--- src/sv/jhcd_pkg.sv ---
package jhcd_pkg;

  localparam int BLOCK_COEFFS = 64;
  localparam logic [5:0] LAST_POS = 6'(BLOCK_COEFFS - 1);
  localparam int MAX_RESULTS = 8;
  localparam logic [7:0] SYM_BAD = 8'hFF;
  localparam logic [7:0] BYTE_FF = 8'hFF;

  // Input item modes
  localparam logic [1:0] MODE_BYTE   = 2'd0;
  localparam logic [1:0] MODE_LOAD   = 2'd1;
  localparam logic [1:0] MODE_RESYNC = 2'd2;

  // Configuration register indexes
  localparam logic CFG_DC_SEL = 1'b0;
  localparam logic CFG_AC_SEL = 1'b1;

  typedef struct packed {
    logic [1:0]  mode;
    logic [7:0]  data_byte;
    logic        table_class;
    logic [1:0]  table_id;
    logic [7:0]  entry_slot;
    logic [4:0]  code_length;
    logic [15:0] code_bits;
    logic [7:0]  symbol;
  } in_t;

  typedef struct packed {
    logic [5:0]         coeff_index;
    logic signed [15:0] coeff_value;
    logic [5:0]         zero_run;
    logic               is_dc;
    logic               end_of_block;
    logic               bad_code;
    logic               last;
  } out_t;

  // One code table entry
  typedef struct packed {
    logic [4:0]  len;
    logic [15:0] bits;
    logic [7:0]  sym;
  } ent_t;

  typedef struct packed {
    logic take;   // accept input item
    logic mag;    // consume magnitude bits and emit
    logic srch;   // start table scan
    logic sym;    // act on scan outcome
    logic flush;  // hand held result to output with last set
  } cmd_t;

  typedef struct packed {
    logic is_byte;
    logic await_mag;
    logic mag_ready;
    logic res_full;
    logic can_emit;
    logic out_free;
    logic pend_v;
    logic srch_done;
    logic found;
    logic sym_bad;
  } sts_t;

endpackage

--- src/sv/jhcd_ctrl.sv ---
module jhcd_ctrl import jhcd_pkg::*; (
  input  logic clk_i,
  input  logic rst_ni,
  input  logic in_valid_i,
  output logic in_stall_o,
  input  sts_t sts_i,
  output cmd_t cmd_o
);

  localparam logic [2:0] S_IDLE   = 3'd0;
  localparam logic [2:0] S_STEP   = 3'd1;
  localparam logic [2:0] S_SEARCH = 3'd2;
  localparam logic [2:0] S_DECIDE = 3'd3;
  localparam logic [2:0] S_FLUSH  = 3'd4;

  logic [2:0] state_q, state_d;

  // Sequence one input item through symbol decode
  always_comb begin
    state_d = state_q;
    cmd_o = '0;
    unique case (state_q)
      S_IDLE: begin
        if (in_valid_i) begin
          cmd_o.take = 1'b1;
          if (sts_i.is_byte) state_d = S_STEP;
        end
      end
      S_STEP: begin
        if (sts_i.res_full) begin
          state_d = S_FLUSH;
        end else if (sts_i.await_mag) begin
          if (!sts_i.mag_ready) state_d = S_FLUSH;
          else if (sts_i.can_emit) cmd_o.mag = 1'b1;
        end else begin
          cmd_o.srch = 1'b1;
          state_d = S_SEARCH;
        end
      end
      S_SEARCH: begin
        if (sts_i.srch_done) state_d = S_DECIDE;
      end
      S_DECIDE: begin
        if (sts_i.can_emit) begin
          cmd_o.sym = 1'b1;
          state_d = (!sts_i.found || sts_i.sym_bad) ? S_FLUSH : S_STEP;
        end
      end
      S_FLUSH: begin
        if (!sts_i.pend_v) begin
          state_d = S_IDLE;
        end else if (sts_i.out_free) begin
          cmd_o.flush = 1'b1;
          state_d = S_IDLE;
        end
      end
      default: state_d = S_IDLE;
    endcase
  end

  assign in_stall_o = (state_q != S_IDLE);

  always_ff @(posedge clk_i or negedge rst_ni) begin
    if (!rst_ni) state_q <= S_IDLE;
    else state_q <= state_d;
  end

endmodule

--- config.mk ---
export PLATFORM = sky130hd
export DESIGN_NAME = jhcd_ctrl
export DESIGN_NICKNAME = d
export VERILOG_FILES = /design/src/sv/jhcd_pkg.sv /design/src/sv/jhcd_ctrl.sv
export SDC_FILE = /design/constraint.sdc
export NUM_CORES = 1
export LEC_CHECK = 0
export ABC_CLOCK_PERIOD_IN_PS = 2240
export BUFFER_PORTS_ARGS = -buffer_cell sky130_fd_sc_hd__buf_2
export CAP_MARGIN = 0
export CELL_PAD_IN_SITES_DETAIL_PLACEMENT = 1
export CELL_PAD_IN_SITES_GLOBAL_PLACEMENT = 1
export CORE_AREA = 2 2 39 41
export DETAILED_ROUTE_END_ITERATION = 16
export DIE_AREA = 0 0 41 43
export GPL_ROUTABILITY_DRIVEN = 0
export PLACE_DENSITY_LB_ADDON = 0.1
export SLEW_MARGIN = 20
export SYNTH_ARGS = -nofsm -noshare
export SYNTH_HDL_FRONTEND = slang
export SYNTH_SLANG_ARGS = --single-unit
--- constraint.sdc ---
create_clock -name clk_i -period 2.24 [get_ports clk_i]
set_input_delay 0.448 -clock clk_i [delete_from_list [all_inputs] [get_ports clk_i]]
set_output_delay 0.448 -clock clk_i [all_outputs]
set_load 0.02 [all_outputs]
# Word-level counts from Yosys, hierarchy flattened
# Index checks and enable logic that the tools add are counted.
# op_classes
add_sub_neg,0
multipliers,0
div_mod_pow,0
magnitude_cmp,0
n_eq_ne,10
shifts,0
mux,23
bitwise,0
reduce_logical,5
# op_table
cell,count
$mux 3,10
$pmux 3 s5,1
$mux 1,10
$ne 2x2->1 const B,4
$eq 3x2->1 const B,2
$reduce_and 6->1,1
$mux 2,2
$ne 4x4->1 const B,1
$eq 3x1->1 const B,1
$eq 3x3->1 const B,1
$logic_not 3->1,1
$ne 3x3->1 const B,1
$reduce_bool 3->1,1
$logic_not 1->1,1
$logic_or 1x1->1,1
# totals
reg_bits,3
latch_bits,0
ramBits,0
rom_bits,0
inputBits,13
out_inout_bits,6
wordCells,39
mem_count,0

# Depth between registers and ports, before layout
# Gate-level depths: netlist of run 1.
# depth
depth_word,5
ltp_mapped,4
depth_no_buf,3

# Least setup slack after synthesis of run 1
# No wires, ideal clock.
# synth_timing
path_type,register to output
startpoint,reg state_q[1]
endpoint,out cmd_o[4] (netlist name)
arrival_ns,1.316
required_time_ns,1.792
path_slack_ns,0.476
path_stages_with_launch,4
path_buffers,1
path_cell_list,dfrtp_1 -> buf_4 -> or3_1 -> nor2_1
# synth_rtl
element,line,rtl
from (decl),jhcd_ctrl.sv:16,"logic [2:0] state_q, state_d;"
from (signal assigned),jhcd_ctrl.sv:65,else state_q <= state_d;
to (decl),jhcd_ctrl.sv:7,output cmd_t cmd_o

==> results.tsv, run 1 <==
stage	metric	value	unit
die	die_w	41	um
clocking	cts_setup_buffers	0	
drt	wl_per_cell	12.1	um
flow_run	drv_cap	0	
setup_path	startpoint	state_q[1]	
clocking	clockBufferDepth	2	
die	rows	14	
drt	drt-initial-drc-count	0	
sta	min_period	2.03	ns
die	die-area	1760	um^2
setup_path	cp.required	1.79	ns
die	dieHeight	43	um
global_routing	grt_pass1_vias	291	
layout	largest_register	state_q	
global_routing	grt_pass1_wl	1230	um
drt	drtPass1Iterations	1	
yosys	syn-cell-area	294	um^2
place	numPortBuffers	18	
setup_path	end_kind	output port	
layout	largest_reg_flops	3	
clocking	cts_resized	0	
yosys	async_reset_ff_frac	1.00	
power_and_ir_drop	power_leakage	0.000214	uW
setup_path	arrival	1.58	ns
clocking	ctsHtreeMaxLevel	1	
global_routing	globalRouteOverflowTotal	0	
yosys	syn_nets	42	
clocking	clkSinkCount	3	
power_and_ir_drop	ir_drop	0.290	mV
sta	rsz0062_at_grt	false	
global_routing	grt_antenna_before_repair	0	
drt	vias	307	
layout	diodes	0	
yosys	syn_inst	29	
yosys	synthFlopType	dfrtp_1	
drt	routed_wl	813	um
die	core_area	1380	um^2
setup_path	start_kind	register	
setup_path	crit-reg2reg-launch	state_q[2]	
sta	setup_viol	0	
clocking	cts_tree	yes	
setup_path	cp_max_fo	11	
worst_hold_path	hold_depth	3	
sta	fin_crit_sh	0.906	
drt	drc	0	
global_routing	grt_util_all_layers	0.102	
layout	fin_nets	65	
worst_hold_path	hold_start	sts_i[4]	
global_routing	grt_max_degree	12	
clocking	cts_made_buffers	3	
yosys	synth_edf_count	0	
clocking	clk_latency	0.23	ns
sta	slew_headroom	0.697	
power_and_ir_drop	power_density	1140	nW/um^2
worst_hold_path	hold_path_class	in -> reg	
setup_path	worst-r2r-cell-count	4	
status	status	completed	
sta	max_freq	493	MHz
yosys	synth_common_cells	3 x dfrtp_1, 2 x and2_1, 2 x inv_1, 2 x nand2b_1	
yosys	synth_area_leaders	dfrtp_1 26%, a2111oi_4 9.4%, nor4b_2 5.1%, and2_1 4.3%, and4bb_2 4.3%	
yosys	synth_seq_cells	3	
sta	finalMaxSlewViolations	0	
clocking	clk_pin_slew	0.03	ns
die	ioPinCount	19	
layout	final_layout_size_suffix_gt1_frac	0.549	
layout	top_regs	state_q (3)	
yosys	synth.largest_area_cell	dfrtp_1	
yosys	synth.avg_cell_area	10.1	um^2
setup_path	worstSetupPathType	reg -> out	
drt	ant_nets	0	
sta	hold_viol	0	
clocking	cts_root_buf	clkbuf_4	
sta	skew	0.00530	ns
yosys	yosysTopAreaCellShare	0.255	
yosys	synth-seq-area-share	0.255	
sta	hold_ws	0.535	ns
yosys	synth_most_common_cell	dfrtp_1	
yosys	ys_warn_count	0	
yosys	netlist-cell-type-count	24	
drt	vias_per_cell	4.58	
place	post-dp-hpwl	634	um
sta	tightest_slew	0.449	ns
layout	area.growth.synth_to_final	46.0	%
sta	fin_tns_setup	0	ns
die	initial_core_util	0.212	
-- through the flow --
stage / instance area, um^2 / util / total power, uW / worst slack, ns / std cells
finish: 429 / 0.310 / 488 / 0.210 / 67
global route: 429 / 0.310 / 530 / 0.120 / 67
CTS: 429 / 0.310 / 498 / 0.195 / 67
detailed placement: 393 / 0.284 / 401 / 0.433 / 62
global placement: 393 / 0.284 / 395 / 0.464 / 62
floorplan: 294 / - / 337 / 0.476 / 29
-- final timing paths --
check                             end  slack (ns)
min in group asynchronous  state_q[0]        0.56
min reg2reg                state_q[2]        0.76
max                          cmd_o[3]        0.21
max in group asynchronous  state_q[1]        1.57
max reg2reg                state_q[0]        0.88
min                        state_q[2]        0.54
-- metal layers --
metal	wire, um	up-vias	track usage	share of wire
met5	0	-	0	0
met4	0	0	0.0400	0
met3	68	0	0.0209	0.084
met2	419	11	0.175	0.52
met1	325	143	0.114	0.40
li1	-	153	-	-
-- timing repair --
action                                 4_1_cts  5_1_grt
setup endpoints to repair                    0        0
hold buffers                                 1        0
endpoints found under the hold margin        1        0
-- layout by cell type, fill, tap and decap left out --
cell	instances
nor2_1	1
inv_1	2
o311ai_0	1
a211o_1	1
nor3b_1	1
a2111oi_4	1
a21oi_1	1
nand2_1	1
dfrtp_1	3
a31o_2	1
and2b_1	1
nand3b_1	1
buf_2	18
clkbuf_1	1
o31ai_2	1
nand2b_1	2
and4bb_2	1
nor4b_2	1
buf_4	1
nor4bb_1	1
a31o_1	1
a31oi_1	1
clkbuf_4	3
and3_2	1
dlygate4sd3_1	1
or3_1	1
and2_1	2
-- area by class of cell --
class                   count  area (um^2)
inverters                   2         7.51
well taps                  16         20.0
repair buffers             20          108
fillers                   172          955
clock buffers               4         26.3
multi-input cells          22          193
flip-flops and latches      3         75.1
-- critical path: stages, from the launching register on --
cell     delay [ns]
dfrtp_1        0.49
nor4b_2        0.32
and3_2         0.25
and2_1         0.13
buf_2          0.16
-- where the power goes --
group | leakage, uW | switching, uW | internal [uW] | total, uW
Clock | 0.0000150 | 25.8 | 66.6 | 92.4
Sequential | 0.0000388 | 55.8 | 79.2 | 135
Combinational | 0.000160 | 126 | 134 | 261
-- cells by family after synthesis --
family / synth area share
buffers and inverters: 0.0894
AOI/OAI and AO/OA: 0.294
and+or+nand+nor: 0.362
DFF: 0.255
Note: power is estimated with default switching activity, not from simulation.
==> inputs of run 2 (changes only) <==
PLACE_DENSITY_LB_ADDON = 0.08   (was 0.1)
==> results.tsv, run 2 (same netlist as run 1, synthesis figures left out) <==
stage	metric	value	unit
die	dieHeight	43	um
worst_hold_path	min_to	state_q[2]	
sta	hold_ws	0.527	ns
drt	wl_per_cell	12.0	um
clocking	cts_tree	yes	
drt	drt-initial-drc-count	2	
worst_hold_path	hold_path_class	in -> reg	
die	core_area	1380	um^2
global_routing	grt_util_all_layers	0.0977	
global_routing	grt_antenna_before_repair	0	
sta	min_period	2.03	ns
flow_run	drv_cap	0	
setup_path	start_kind	register	
global_routing	globalRouteOverflowTotal	0	
sta	max_freq	493	MHz
die	ioPinCount	19	
sta	skew	0.00110	ns
sta	tightest_slew	0.410	ns
clocking	cts_made_buffers	3	
drt	drtPass1Iterations	2	
die	die_w	41	um
setup_path	worst-r2r-cell-count	3	
sta	hold_viol	0	
sta	setup_viol	0	
drt	ant_nets	0	
layout	finish.instance_area	422	um^2
worst_hold_path	hold_depth	3	
clocking	clk_latency	0.23	ns
global_routing	grt_pass1_wl	1190	um
clocking	cts_root_buf	clkbuf_4	
die	initial_core_util	0.212	
clocking	clockBufferDepth	2	
status	status	completed	
clocking	ctsHoldBuffers	0	
setup_path	worstSetupPathType	reg -> out	
setup_path	cp.required	1.79	ns
layout	final_common_cell	buf_2	
sta	rsz0062_at_grt	false	
clocking	cts_setup_buffers	0	
sta	fin_tns_setup	0	ns
setup_path	arrival	1.58	ns
die	die-area	1760	um^2
sta	slew_headroom	0.724	
setup_path	end_kind	output port	
drt	routed_wl	795	um
power_and_ir_drop	ir_drop	0.256	mV
power_and_ir_drop	power_leakage	0.000209	uW
worst_hold_path	hold_start	sts_i[4]	
clocking	cts_resized	0	
layout	largest_reg_flops	3	
drt	vias	306	
sta	fin_crit_sh	0.906	
sta	timing.final.ws_setup	0.212	ns
layout	fin_nets	64	
place	numPortBuffers	18	
clocking	clkSinkCount	3	
place	placed_area	385	um^2
clocking	clk_pin_slew	0.04	ns
setup_path	r2r_slack	0.90	ns
setup_path	crit-reg2reg-launch	state_q[2]	
layout	final_layout_size_suffix_gt1_frac	0.540	
drt	drc	0	
place	place_ws	0.457	ns
setup_path	cp_max_fo	11	
layout	area.growth.synth_to_final	43.4	%
global_routing	grt_max_degree	12	
setup_path	r2r_end	state_q[0]	
power_and_ir_drop	finalPower	478	uW
die	rows	14	
layout	diodes	0	
power_and_ir_drop	power_density	1130	nW/um^2
layout	top_regs	state_q (3)	
global_routing	grt_pass1_vias	290	
sta	finalMaxSlewViolations	0	
clocking	ctsHtreeMaxLevel	1	
layout	largest_register	state_q	
drt	vias_per_cell	4.64	
layout	layout_common_cells	18 x buf_2, 3 x clkbuf_4, 3 x dfrtp_1	
run 2: worst max-delay path: stages (launching register included):
cell and delay, ns:
dfrtp_1 0.51, nor4b_2 0.31, and3_2 0.25, and2_1 0.12
buf_2 0.15
run 2: cell type report:
class | instances | area (um^2)
Clock buffer | 4 | 26.3
Fill cell | 184 | 962
Inverter | 2 | 7.51
Multi-Input combinational cell | 22 | 193
Sequential cell | 3 | 75.1
Tap cell | 16 | 20.0
Timing Repair Buffer | 19 | 100
run 2: power by group:
group	switching, uW	internal, uW	total, uW
clock	25.7	66.6	92.4
sequential	73.8	78.8	153
combinational	107	126	233
run 2: layer usage:
layer  global-route usage  up-vias  wire length [um]
met4               0.0400        0                 0
li1                     -      153                 -
met1                0.130      139               368
met3               0.0366        0                82
met5                    0        -                 0
met2                0.138       14               344
run 2: worst max path at each step:
| stage | start | end | slack, ns |
|---|---|---|---|
| final | state_q[1] | cmd_o[3] | 0.21 |
| after detailed placement | state_q[2] | cmd_o[3] | 0.46 |
| after CTS | state_q[2] | cmd_o[3] | 0.21 |
| after global placement | state_q[1] | cmd_o[3] | 0.46 |
| after floorplan | state_q[1] | cmd_o[4] | 0.48 |
| after global routing | state_q[2] | cmd_o[3] | 0.12 |
run 2: metrics by stage:
stage | instances | util
after floorplan | 29 | -
after global placement | 61 | 0.278
after detailed placement | 61 | 0.278
after CTS | 65 | 0.297
after global routing | 66 | 0.305
final | 66 | 0.305
==> inputs of run 3 (changes only) <==
ABC_CLOCK_PERIOD_IN_PS = 2600   (was 2240)
clock period = 2.6 ns   (was 2.24 ns; I/O delays follow)
==> results.tsv, run 3 (same netlist as run 1, synthesis figures left out) <==
stage	metric	value	unit
global_routing	grt_util_all_layers	0.117	
layout	fill_cells	168	
clocking	clk_latency	0.23	ns
layout	top_regs	state_q (3)	
global_routing	grt_antenna_before_repair	0	
die	dieHeight	43	um
clocking	clk_pin_slew	0.04	ns
setup_path	worst-r2r-cell-count	3	
die	ioPinCount	19	
clocking	cts_made_buffers	3	
place	numPortBuffers	18	
sta	fin_tns_setup	0	ns
sta	skew	0.00238	ns
drt	vias_per_cell	4.42	
power_and_ir_drop	power_density	1000	nW/um^2
sta	rsz0062_at_grt	false	
setup_path	cp_max_fo	9	
layout	diodes	0	
sta	hold_ws	0.0774	ns
setup_path	cp.required	2.08	ns
setup_path	r2r_end	state_q[0]	
layout	fin_nets	63	
sta	slew_headroom	0.690	
sta	finalMaxSlewViolations	0	
die	initial_core_util	0.212	
layout	area.growth.synth_to_final	40.0	%
flow_run	drv_cap	0	
layout	final_common_cell	buf_2	
layout	largest_reg_flops	3	
status	status	completed	
setup_path	arrival	1.59	ns
drt	drt-initial-drc-count	6	
place	post-dp-hpwl	628	um
clocking	clkSinkCount	3	
sta	fin_crit_sh	0.810	
drt	drc	0	
layout	fin_util	0.297	
layout	final_layout_size_suffix_gt1_frac	0.551	
die	core_area	1380	um^2
global_routing	globalRouteOverflowTotal	0	
sta	setup_viol	0	
setup_path	end_kind	output port	
power_and_ir_drop	power_leakage	0.000204	uW
die	rows	14	
clocking	cts_tree	yes	
drt	drtPass1Iterations	4	
setup_path	r2r_slack	1.24	ns
setup_path	crit-reg2reg-launch	state_q[2]	
sta	min_period	2.11	ns
clocking	ctsHtreeMaxLevel	1	
layout	layout_common_cells	18 x buf_2, 3 x clkbuf_4, 3 x dfrtp_1	
sta	hold_viol	0	
setup_path	start_kind	register	
sta	max_freq	475	MHz
power_and_ir_drop	ir_drop	0.229	mV
clocking	cts_root_buf	clkbuf_4	
clocking	clockBufferDepth	2	
die	die-area	1760	um^2
global_routing	grt_pass1_vias	281	
clocking	cts_setup_buffers	0	
clocking	cts_resized	0	
drt	vias	287	
setup_path	worstSetupPathType	reg -> out	
global_routing	grt_pass1_wl	1320	um
die	die_w	41	um
drt	wl_per_cell	12.3	um
power_and_ir_drop	finalPower	413	uW
layout	largest_register	state_q	
drt	ant_nets	0	
clocking	ctsHoldBuffers	0	
worst_hold_path	hold_path_class	in -> async	
global_routing	grt_max_degree	12	
sta	tightest_slew	0.459	ns
drt	routed_wl	802	um
==> run 3: changes by cell type in the layout (fill, tap and decap cells not counted), sizes merged <==
cell and delta:
dlygate4sd3 -1
==> run 3: area by class of cell <==
type	count	area (um^2)	share of cell area
inverters	2	7.51	0.0182
well taps	16	20.0	0.0486
flip-flops and latches	3	75.1	0.182
clock buffers	4	26.3	0.0638
repair buffers	18	90.1	0.219
multi-input cells	22	193	0.468
==> run 3: metrics by stage <==
| step | cell area (um^2) | cells | setup WS (ns) |
|---|---|---|---|
| global route | 412 | 65 | 0.346 |
| CTS | 412 | 65 | 0.484 |
| floorplan | 294 | 29 | 0.764 |
| global placement | 385 | 61 | 0.686 |
| detailed placement | 385 | 61 | 0.695 |
| finish | 412 | 65 | 0.493 |
==> run 3: layer usage <==
| metal | routed length [um] | vias to the layer above | track usage |
|---|---|---|---|
| met4 | 0 | 0 | 0.0800 |
| met3 | 89 | 0 | 0.0576 |
| met2 | 333 | 14 | 0.138 |
| li1 | - | 151 | - |
| met5 | 0 | - | 0 |
| met1 | 379 | 122 | 0.159 |
==> run 3: worst max path at each step <==
stage / startpoint / to / slack (ns)
global placement: sts_i[6] / cmd_o[3] / 0.69
CTS: state_q[2] / cmd_o[3] / 0.48
global route: state_q[1] / cmd_o[3] / 0.35
detailed placement: sts_i[6] / cmd_o[3] / 0.69
finish: state_q[2] / cmd_o[3] / 0.49
floorplan: state_q[1] / cmd_o[4] / 0.76
==> run 3: power by group <==
| group | switching [uW] | total, uW | internal (uW) | leakage (uW) |
|---|---|---|---|---|
| clock network | 22.9 | 80.3 | 57.4 | 0.0000150 |
| logic | 91.9 | 200 | 108 | 0.000151 |
| registers | 65.1 | 133 | 67.9 | 0.0000388 |
| total | 180 | 413 | 233 | 0.000204 |
==> run 3: worst max-delay path: stages (launching register included) <==
cell and delay (ns):
dfrtp_1 0.49, nor4b_2 0.33, and3_2 0.26, and2_1 0.12, buf_2 0.15
